File: config.mk
export PLATFORM = sky130hd
export DESIGN_NAME = task_fifo_and_timer_slot_table_core
export DESIGN_NICKNAME = d
export VERILOG_FILES = /design/src/hdl/tfts_pkg.sv /design/src/hdl/task_fifo_and_timer_slot_table_core.sv
export SDC_FILE = /design/constraint.sdc
export NUM_CORES = 2
export LEC_CHECK = 0
export BUFFER_PORTS_ARGS = -buffer_cell sky130_fd_sc_hd__clkbuf_2
export CORE_UTILIZATION = 45
export CTS_CLUSTER_SIZE = 12
export DETAILED_ROUTE_END_ITERATION = 8
export PLACE_DENSITY = 0.66
export SYNTH_ARGS = -nofsm -noshare
export SYNTH_HDL_FRONTEND = slang
export SYNTH_SLANG_ARGS = --single-unit
File: constraint.sdc
create_clock -name i_clk -period 12.5 [get_ports i_clk]
set_clock_uncertainty 0.2 [all_clocks]
set_input_delay 2.5 -clock i_clk [delete_from_list [all_inputs] [get_ports i_clk]]
set_output_delay 2.5 -clock i_clk [all_outputs]
set_load 0.01 [all_outputs]
File: src/hdl/tfts_pkg.sv
`default_nettype none

package tfts_pkg;

    // Default sizes of the two tables
    localparam int QUEUE_DEPTH_DEF = 32;
    localparam int TIMER_SLOTS_DEF = 10;

    // Request actions
    localparam logic [1:0] ACT_SCHEDULE = 2'd0;
    localparam logic [1:0] ACT_DISPATCH = 2'd1;
    localparam logic [1:0] ACT_PURGE    = 2'd2;

    // Result status codes
    localparam logic [1:0] ST_OK      = 2'd0;
    localparam logic [1:0] ST_NO_SLOT = 2'd1;
    localparam logic [1:0] ST_FULL    = 2'd2;

    // Request payload
    typedef struct packed {
        logic [1:0]  action;
        logic [7:0]  task_id;
        logic [63:0] task_data;
        logic [15:0] timer_ticks;
    } t_req;

    // Result payload
    typedef struct packed {
        logic [1:0]  status;
        logic        out_valid;
        logic [7:0]  out_task_id;
        logic [63:0] out_task_data;
        logic [4:0]  pending_count;
    } t_res;

endpackage

`default_nettype wire

File: src/hdl/task_fifo_and_timer_slot_table_core.sv
// Sequence from accept to result register load: schedule, unused action and empty
//   dispatch load from S_EXEC; dispatch reads the FIFO, then loads from S_READ; purge
//   walks both tables in S_WALK, then loads from S_TAIL. Result loads wait on output
//   stalls; one request in flight, dispatch waits on the read.
// Reset: synchronous, active low; clears indexes, count, slot busy bits and handshake
//   state. FIFO and slot id memories are not cleared.
`default_nettype none

module task_fifo_and_timer_slot_table_core
    import tfts_pkg::*;
#(
    parameter int QUEUE_DEPTH = QUEUE_DEPTH_DEF,
    parameter int TIMER_SLOTS = TIMER_SLOTS_DEF
) (
    input  wire logic i_clk,
    input  wire logic i_rst_n,
    input  wire logic i_req_valid,
    output logic      o_req_stall,
    input  wire t_req i_req_data,
    output logic      o_res_valid,
    input  wire logic i_res_stall,
    output t_res      o_res_data
);

    localparam int IDX_W    = $clog2(QUEUE_DEPTH);
    localparam int CNT_W    = $clog2(QUEUE_DEPTH);
    localparam int SLOT_W   = (TIMER_SLOTS > 1) ? $clog2(TIMER_SLOTS) : 1;
    localparam int WALK_LEN = (QUEUE_DEPTH > TIMER_SLOTS) ? QUEUE_DEPTH : TIMER_SLOTS;
    localparam int WALK_W   = $clog2(WALK_LEN);

    localparam logic [2:0] S_IDLE = 3'd0;
    localparam logic [2:0] S_EXEC = 3'd1;
    localparam logic [2:0] S_READ = 3'd2;
    localparam logic [2:0] S_WALK = 3'd3;
    localparam logic [2:0] S_TAIL = 3'd4;

    // Control state
    logic [2:0]             r_state, n_state;
    logic [IDX_W-1:0]       r_wr_idx, n_wr_idx;
    logic [IDX_W-1:0]       r_rd_idx, n_rd_idx;
    logic [CNT_W-1:0]       r_count, n_count;
    logic [TIMER_SLOTS-1:0] r_slot_busy;
    logic [WALK_W-1:0]      r_walk_idx;
    logic                   r_walk_fifo_en;
    logic                   r_wk_fifo_v;
    logic                   r_wk_slot_v;
    logic [WALK_W-1:0]      r_wk_idx;
    logic                   r_res_valid;
    t_req                   r_req;
    t_res                   r_res, n_res;

    // Memories and their registered read data
    logic [7:0]  fifo_ids   [QUEUE_DEPTH];
    logic [63:0] fifo_words [QUEUE_DEPTH];
    logic [7:0]  slot_ids   [TIMER_SLOTS];
    logic [7:0]  r_fifo_rd_id;
    logic [63:0] r_fifo_rd_word;
    logic [7:0]  r_slot_rd_id;

    logic              out_free;
    logic              res_load;
    logic              sched_fifo_we;
    logic              sched_slot_we;
    logic              disp_re;
    logic              walk_fifo_re;
    logic              walk_slot_re;
    logic              walk_start;
    logic              fifo_clr;
    logic              slot_clr;
    logic              free_found;
    logic [SLOT_W-1:0] free_idx;
    logic              ids_we;
    logic [IDX_W-1:0]  ids_waddr;
    logic [7:0]        ids_wdata;
    logic              fifo_re;
    logic [IDX_W-1:0]  fifo_raddr;
    logic [IDX_W-1:0]  wr_idx_inc;
    logic [IDX_W-1:0]  rd_idx_inc;

    assign out_free    = !r_res_valid || !i_res_stall;
    assign o_req_stall = (r_state != S_IDLE);
    assign o_res_valid = r_res_valid;
    assign o_res_data  = r_res;

    assign wr_idx_inc = (r_wr_idx == IDX_W'(QUEUE_DEPTH - 1)) ? '0 : r_wr_idx + IDX_W'(1);
    assign rd_idx_inc = (r_rd_idx == IDX_W'(QUEUE_DEPTH - 1)) ? '0 : r_rd_idx + IDX_W'(1);

    // Lowest free timer slot
    always_comb begin
        free_found = 1'b0;
        free_idx   = '0;
        for (int s = TIMER_SLOTS - 1; s >= 0; s--) begin
            if (!r_slot_busy[s]) begin
                free_found = 1'b1;
                free_idx   = SLOT_W'(s);
            end
        end
    end

    // Purge compare stage: acts on the registered read data from the read stage
    always_comb begin
        fifo_clr = 1'b0;
        slot_clr = 1'b0;
        if (r_state == S_WALK || r_state == S_TAIL) begin
            fifo_clr = r_wk_fifo_v && (r_fifo_rd_id == r_req.task_id);
            slot_clr = r_wk_slot_v && r_slot_busy[r_wk_idx[SLOT_W-1:0]]
                       && (r_slot_rd_id == r_req.task_id);
        end
    end

    // Sequencer
    always_comb begin
        n_state       = r_state;
        n_wr_idx      = r_wr_idx;
        n_rd_idx      = r_rd_idx;
        n_count       = r_count;
        sched_fifo_we = 1'b0;
        sched_slot_we = 1'b0;
        disp_re       = 1'b0;
        walk_fifo_re  = 1'b0;
        walk_slot_re  = 1'b0;
        walk_start    = 1'b0;
        res_load      = 1'b0;
        n_res         = '0;
        n_res.status  = ST_OK;
        unique case (r_state)
            S_IDLE: begin
                if (i_req_valid) begin
                    n_state = S_EXEC;
                end
            end
            S_EXEC: begin
                unique case (r_req.action)
                    ACT_SCHEDULE: begin
                        if (out_free) begin
                            res_load = 1'b1;
                            n_state  = S_IDLE;
                            if (r_req.timer_ticks != 16'd0) begin
                                if (free_found) begin
                                    sched_slot_we = 1'b1;
                                end else begin
                                    n_res.status = ST_NO_SLOT;
                                end
                            end else if (r_count >= CNT_W'(QUEUE_DEPTH - 1)) begin
                                n_res.status = ST_FULL;
                            end else begin
                                sched_fifo_we = 1'b1;
                                n_wr_idx      = wr_idx_inc;
                                n_count       = r_count + CNT_W'(1);
                            end
                        end
                    end
                    ACT_DISPATCH: begin
                        if (r_count != '0) begin
                            disp_re  = 1'b1;
                            n_rd_idx = rd_idx_inc;
                            n_count  = r_count - CNT_W'(1);
                            n_state  = S_READ;
                        end else if (out_free) begin
                            res_load = 1'b1;
                            n_state  = S_IDLE;
                        end
                    end
                    ACT_PURGE: begin
                        walk_start = 1'b1;
                        n_state    = S_WALK;
                    end
                    default: begin
                        if (out_free) begin
                            res_load = 1'b1;
                            n_state  = S_IDLE;
                        end
                    end
                endcase
            end
            S_READ: begin
                if (out_free) begin
                    res_load            = 1'b1;
                    n_res.out_valid     = 1'b1;
                    n_res.out_task_id   = r_fifo_rd_id;
                    n_res.out_task_data = r_fifo_rd_word;
                    n_state             = S_IDLE;
                end
            end
            S_WALK: begin
                walk_fifo_re = r_walk_fifo_en && (32'(r_walk_idx) < QUEUE_DEPTH);
                walk_slot_re = (32'(r_walk_idx) < TIMER_SLOTS);
                if (r_walk_idx == WALK_W'(WALK_LEN - 1)) begin
                    n_state = S_TAIL;
                end
            end
            S_TAIL: begin
                if (out_free) begin
                    res_load = 1'b1;
                    n_state  = S_IDLE;
                end
            end
            default: begin
                n_state = S_IDLE;
            end
        endcase
        n_res.pending_count = 5'(n_count);
    end

    // FIFO id memory port muxing
    assign ids_we     = sched_fifo_we || fifo_clr;
    assign ids_waddr  = fifo_clr ? r_wk_idx[IDX_W-1:0] : r_wr_idx;
    assign ids_wdata  = fifo_clr ? 8'd0 : r_req.task_id;
    assign fifo_re    = disp_re || walk_fifo_re;
    assign fifo_raddr = walk_fifo_re ? r_walk_idx[IDX_W-1:0] : r_rd_idx;

    // FIFO memories
    always_ff @(posedge i_clk) begin
        if (ids_we) begin
            fifo_ids[ids_waddr] <= ids_wdata;
        end
        if (fifo_re) begin
            r_fifo_rd_id <= fifo_ids[fifo_raddr];
        end
    end

    always_ff @(posedge i_clk) begin
        if (sched_fifo_we) begin
            fifo_words[r_wr_idx] <= r_req.task_data;
        end
        if (disp_re) begin
            r_fifo_rd_word <= fifo_words[r_rd_idx];
        end
    end

    // Slot id memory; only the id is read back, by the purge walk
    always_ff @(posedge i_clk) begin
        if (sched_slot_we) begin
            slot_ids[free_idx] <= r_req.task_id;
        end
        if (walk_slot_re) begin
            r_slot_rd_id <= slot_ids[r_walk_idx[SLOT_W-1:0]];
        end
    end

    // Payload registers
    always_ff @(posedge i_clk) begin
        if (i_req_valid && !o_req_stall) begin
            r_req <= i_req_data;
        end
        if (res_load) begin
            r_res <= n_res;
        end
    end

    // Control registers
    always_ff @(posedge i_clk) begin
        if (!i_rst_n) begin
            r_state        <= S_IDLE;
            r_wr_idx       <= '0;
            r_rd_idx       <= '0;
            r_count        <= '0;
            r_slot_busy    <= '0;
            r_walk_idx     <= '0;
            r_walk_fifo_en <= 1'b0;
            r_wk_fifo_v    <= 1'b0;
            r_wk_slot_v    <= 1'b0;
            r_wk_idx       <= '0;
            r_res_valid    <= 1'b0;
        end else begin
            r_state  <= n_state;
            r_wr_idx <= n_wr_idx;
            r_rd_idx <= n_rd_idx;
            r_count  <= n_count;

            // slot busy bits: set on timer schedule, cleared on purge match
            if (sched_slot_we) begin
                r_slot_busy[free_idx] <= 1'b1;
            end
            if (slot_clr) begin
                r_slot_busy[r_wk_idx[SLOT_W-1:0]] <= 1'b0;
            end

            // purge walk: read stage then compare stage
            if (walk_start) begin
                r_walk_idx     <= '0;
                r_walk_fifo_en <= (r_count != '0);
                r_wk_fifo_v    <= 1'b0;
                r_wk_slot_v    <= 1'b0;
            end else if (r_state == S_WALK) begin
                r_walk_idx  <= r_walk_idx + WALK_W'(1);
                r_wk_fifo_v <= walk_fifo_re;
                r_wk_slot_v <= walk_slot_re;
                r_wk_idx    <= r_walk_idx;
            end

            // result register
            if (res_load) begin
                r_res_valid <= 1'b1;
            end else if (!i_res_stall) begin
                r_res_valid <= 1'b0;
            end
        end
    end

    // Count never reaches the queue depth
    a_count_limit: assert property (@(posedge i_clk) disable iff (!i_rst_n)
        32'(r_count) <= QUEUE_DEPTH - 1)
        else $error("FIFO count above limit");

    // Write index stays read index plus count, modulo the depth
    a_index_sync: assert property (@(posedge i_clk) disable iff (!i_rst_n)
        r_wr_idx == IDX_W'(((32'(r_rd_idx) + 32'(r_count)) >= QUEUE_DEPTH)
                    ? (32'(r_rd_idx) + 32'(r_count) - QUEUE_DEPTH)
                    : (32'(r_rd_idx) + 32'(r_count))))
        else $error("FIFO indexes and count disagree");

    // A new result only comes from a finishing state
    a_res_source: assert property (@(posedge i_clk) disable iff (!i_rst_n)
        res_load |-> (r_state == S_EXEC || r_state == S_READ || r_state == S_TAIL))
        else $error("result loaded outside a finishing state");

    // A dispatched result always follows a memory read; it may then wait on the output
    a_disp_read: assert property (@(posedge i_clk) disable iff (!i_rst_n)
        (r_state == S_READ) |-> ($past(disp_re) || $past(r_state) == S_READ))
        else $error("dispatch result without a read");

endmodule

`default_nettype wire
======== After elaboration in Yosys (flattened, before gate mapping) ========
Memories as Yosys holds them, arrays and structs flattened. A register that Yosys moved wholly into a read port is not among the register bits.
Cells that the tools add are included.
storage, ports and cells
  bits in registers ....................... 212
  memory bits (writable) .................. 2384
  input bits .............................. 94
  logic and storage cells ................. 162
  memories ................................ 3
memories
  memory      depth  bits a word  read ports  clocked after memory_dff  write ports  RTL line                                   source
  fifo_words  32     64           1           1                         1            task_fifo_and_timer_slot_table_core.sv:54  logic [63:0] fifo_words [QUEUE_DEPTH];
  fifo_ids    32     8            1           1                         1            task_fifo_and_timer_slot_table_core.sv:53  logic [7:0] fifo_ids [QUEUE_DEPTH];
  slot_ids    10     8            1           1                         1            task_fifo_and_timer_slot_table_core.sv:55  logic [7:0] slot_ids [TIMER_SLOTS];
cells by class
  $add $sub $neg .......................... 5
  order comparisons ....................... 6
  equal/unequal tests ..................... 14
  muxes and demuxes ....................... 81
  bitwise logic cells ..................... 7
  reduce and logical (&&, ||, !) cells .... 26
operators by type and width
  operator               count
  $mux W73               1
  $mux W5                9
  $mux W1                43
  $mux W4                10
  $mux W10               3
  $add A5 B1 Y5 const B  4
  $eq A8 B8 Y1           2
  $reduce_bool A16 Y1    1
  $eq A5 B5 Y1 const B   3
  $mux W3                4
  $pmux W3 S4            1
  $and A10 B10 Y10       1
  $lt A4 B5 Y1 const B   2
  $not A10 Y10           1
  $or A10 B10 Y10        1
  $pmux W5 S2            1
  $demux W1 S4           2
  $ge A4 B1 Y1 const B   2
  $mux W8                1
  $eq A3 B2 Y1 const B   2
  $logic_and A1 B1 Y1    6
  $pmux W3 S2            1
  $reduce_and A2 Y1      3
  $reduce_and A3 Y1      2
  21 further kinds       33

======== Longest topological paths before layout ========
  depth in word-level cells ............... 19
  depth in mapped cells ................... 10

======== Worst setup path before layout ========
Ideal clock, no wire load.
  kind .................................... input to register
  from .................................... input port i_req_valid
  to ...................................... register r_req[0] (netlist name), enable pin
  arrival time ............................ 8652 ps
  slack ................................... 2998 ps
  stages on the path ...................... 2
  cell sequence ........................... nand2b_1 -> nor3_1
between the ends
  word-level cells in the longest chain between the ends .. 1
ends and longest elaborated chain
  element                 RTL line                                    source
  start: declaration      task_fifo_and_timer_slot_table_core.sv:17   input wire logic i_req_valid,
  $logic_and A1 B1 Y1     task_fifo_and_timer_slot_table_core.sv:243  if (i_req_valid && !o_req_stall) begin
  end signal: assignment  task_fifo_and_timer_slot_table_core.sv:244  r_req <= i_req_data;
  end: declaration        task_fifo_and_timer_slot_table_core.sv:49   t_req r_req;
No other way between the ends.
A chain may end at the register's enable or synchronous reset.

======== Final worst setup path ========
  from .................................... input port i_res_stall
  to ...................................... memory fifo_words[22][12], enable pin
between the ends
  word-level cells in the longest chain between the ends .. 7
ends and longest elaborated chain
  element                        RTL line                                    source
  start: declaration             task_fifo_and_timer_slot_table_core.sv:21   input wire logic i_res_stall,
  $logic_not A1 Y1               --
  $logic_or A1 B1 Y1             task_fifo_and_timer_slot_table_core.sv:80   assign out_free = !r_res_valid || !i_res_stall;
  $mux W1                        task_fifo_and_timer_slot_table_core.sv:135  if (out_free) begin
  $mux W1                        task_fifo_and_timer_slot_table_core.sv:133  unique case (r_req.action)
  $mux W1                        task_fifo_and_timer_slot_table_core.sv:126  unique case (r_state)
  $mux W1                        task_fifo_and_timer_slot_table_core.sv:223  if (sched_fifo_we) begin
  $mux W1 (not written as such)  task_fifo_and_timer_slot_table_core.sv:224  fifo_words[r_wr_idx] <= r_req.task_data;
  end: declaration               task_fifo_and_timer_slot_table_core.sv:54
No other way between the ends.

==> flow_metrics.env <==
export IMPL_criticalPathCategory="in2reg"
export IMPL_cts_repair_resized=0
export IMPL_ff2ff_setup_slack_ps=7250
export IMPL_post_synth_top_area_fraction=0.775
export IMPL_required_ps=12800
export IMPL_status="finished, violations left"
export IMPL_hold_class="reg2reg"
export IMPL_detail_route_antenna_nets=0
export IMPL_tightestPinTransition_ps=1340
export IMPL_grt_pass1_vias=48754
export IMPL_synth_edff_count=2634
export IMPL_worstSetupStartpointType="primary input"
export IMPL_dpl_hpwl_um=136000
export IMPL_row_count=174
export IMPL_yosysSeqAreaShare=0.783
export IMPL_area_delta_synth_final_pct=12.8
export IMPL_post_synth_num_cell_types=74
export IMPL_hold_ws_ps=299
export IMPL_viasPerCell=5.96
export IMPL_period_share=0.463
export IMPL_yosysWarningCount=0
export IMPL_p_per_area_nw_per_um2=155
export IMPL_ys_ff_latch=2676
export IMPL_io_buffers=175
export IMPL_design_area_um2=115000
export IMPL_clockRootBuffer="clkbuf_16"
export IMPL_drt_iter0_drc=5448
export IMPL_ctsHtreeMaxLevel=5
export IMPL_vdd_ir_drop_max_mv=0.112
export IMPL_cts_sinks=2676
export IMPL_num_io_pins=176
export IMPL_antenna_found_initial=12
export IMPL_num_vias=47797
export IMPL_path_clk_slew_ps=60
export IMPL_r2r_worst_path_cells=9
export IMPL_final_hold_violation_count=0
export IMPL_totalWireLength_um=242000
export IMPL_r2r_start="r_count[0]$_SDFF_PN0_"
export IMPL_synth_area_leader_cell="edfxtp_1"
export IMPL_violations="DRC"
export IMPL_cp_max_fo=40
export IMPL_cts_buffers=291
export IMPL_r2r_end="fifo_words[22][12]$_DFFE_PP_"
export IMPL_die_y_um=478
export IMPL_whs_path_depth=2
export IMPL_gp_congestion=0.854
export IMPL_holdPathEnd="r_wk_fifo_v$_SDFFE_PP0P_"
export IMPL_cts_tree="built"
export IMPL_synthTopCellsByArea="edfxtp_1 (77%), mux4_2 (15%), mux2_2 (0.87%)"
export IMPL_netlist_area_um2=102000
export IMPL_chipWidth_um=478
export IMPL_ctsHoldBuffers=0
export IMPL_clock_path_buffers=4
export IMPL_drive_gt1_frac=0.284
export IMPL_syn_inst=4515
export IMPL_fin_nets=4979
export IMPL_leakagePower_nw=35.0
export IMPL_postCtsSetupBuffers=0
export IMPL_ys_async_sr_fraction=0
export IMPL_core_area_um2=225000
export IMPL_arrival_ps=6090
export IMPL_fmax_ghz=0.173
export IMPL_drt_pass1_iterations=9
export IMPL_maxCapViolations=0
export IMPL_grt_setup_unrepaired="false"
export IMPL_setup_ws_ps=6710
export IMPL_post_drt_wl_per_cell_um=30.3
export IMPL_start_util=0.453
export IMPL_post_route_drc_count=28
export IMPL_endpoint_kind="flip-flop"
export IMPL_grt_max_degree=148
export IMPL_die_area_um2=229000
export IMPL_final_setup_tns_ps=0
export IMPL_finalSetupViolCount=0
export IMPL_synth_area_per_cell_um2=22.6
export IMPL_relSlewSlack=0.110
export IMPL_synth_main_ff_cell="edfxtp_1"
export IMPL_overflow=0
export IMPL_syn_nets=4624
export IMPL_dpl_cell_area_um2=107000
export IMPL_min_period_ps=5790
export IMPL_min_from="r_wk_fifo_v$_SDFFE_PP0P_"
export IMPL_track_usage=0.213
export IMPL_slew_viol_final=0
export IMPL_grt_pass1_wl_um=349000
export IMPL_insertion_delay_ps=930
export IMPL_dp_slack_ps=5820
[worst max-delay path: stages]
cell	delay, ps
clkbuf_2	130
a21oi_1	290
and3_1	220
and2_1	640
nand3_1	500
nor2_4	950
buf_4	750
[cell usage after synthesis, drive strengths merged, types with 6 or more instances]
cell type	instances
inv	25
nor3	19
nand2b	12
nor4	13
o211ai	7
a21oi	58
o2111ai	8
buf	114
a22oi	7
o22ai	19
clkbuf	117
mux2	82
nor2b	20
xnor2	18
a21o	6
and3	23
ha	15
nand3	31
and2	89
dfxtp	42
mux4	658
nand3b	6
nand4	21
nand2	162
mux2i	71
edfxtp	2634
a31oi	24
nor2	88
a32oi	11
o221ai	17
nor3b	8
o21ai	19
a211oi	14
[area by class of cell]
cell class	count	area, um2
Fill cell	17436	110000
Timing Repair Buffer	293	1840
Sequential cell	2676	80000
Clock inverter	60	424
Tap cell	2992	3740
Inverter	25	96.3
Antenna cell	5	12.5
Multi-Input combinational cell	1583	21300
Clock buffer	381	7770
[per-layer routing]
layer	vias up	routed length (um)	GRT usage
li1	19696	-	-
met1	25553	97900	0.295
met2	2107	118000	0.339
met3	437	19000	0.0414
met4	4	8090	0.0724
met5	-	19	0
[power by group]
group	total, W	switching (W)	internal, W
registers	0.0100	0.0000984	0.00992
clock network	0.00767	0.00327	0.00441
logic	0.000183	0.000143	0.0000405
[metrics by stage]
step            util  instances  total power (W)
3_5_place_dp   0.475       7569           0.0104
2_1_floorplan      -       4515           0.0102
6_report       0.511       8015           0.0179
5_1_grt        0.511       8011           0.0183
3_3_place_gp   0.475       7569           0.0104
4_1_cts        0.511       8010           0.0180
[placed cells by master, fill, tap and decap left out, drive strengths merged, types with 20 or more instances in the layout]
| cell type | instances |
|---|---|
| a21oi | 58 |
| clkbuf | 556 |
| nor2 | 88 |
| nand4 | 21 |
| and3 | 23 |
| mux2i | 71 |
| mux2 | 82 |
| and2 | 89 |
| nor2b | 20 |
| nand2 | 162 |
| clkinv | 48 |
| buf | 118 |
| inv | 32 |
| edfxtp | 2634 |
| nand3 | 31 |
| a31oi | 24 |
| dfxtp | 42 |
| mux4 | 658 |
[sequential cells by signal, indices dropped and copies added (netlist names), 3 cells and up]
register	count
r_count	5
r_rd_idx	5
r_req	90
r_walk_idx	5
slot_ids	80
fifo_ids	256
fifo_words	2048
r_slot_rd_id	8
r_fifo_rd_id	8
r_wk_idx	5
r_slot_busy	10
r_state	3
r_wr_idx	5
r_fifo_rd_word	64
o_res_data	80
[cell families after synthesis]
logic type | Yosys count | share of synthesized area
buf+inv | 256 | 0.0112
flops | 2676 | 0.783
fa+ha+maj | 15 | 0.00184
simple gates | 510 | 0.0254
mux | 811 | 0.161
xor+xnor | 20 | 0.00172
compound gates | 227 | 0.0156
[how the worst max path moves through the flow]
stage,start,to,slack (ps),depth (start not counted)
floorplan,i_req_valid,r_req[0]$_DFFE_PP_,3000,2
finish,i_res_stall,fifo_words[22][12]$_DFFE_PP_,6710,7
global route,i_res_stall,fifo_words[22][12]$_DFFE_PP_,6610,7
global placement,i_res_stall,fifo_words[21][4]$_DFFE_PP_,5890,7
detailed placement,i_res_stall,fifo_words[22][4]$_DFFE_PP_,5820,7
CTS,i_res_stall,fifo_words[22][12]$_DFFE_PP_,6760,7
Note: power is estimated with default switching activity, not from simulation.
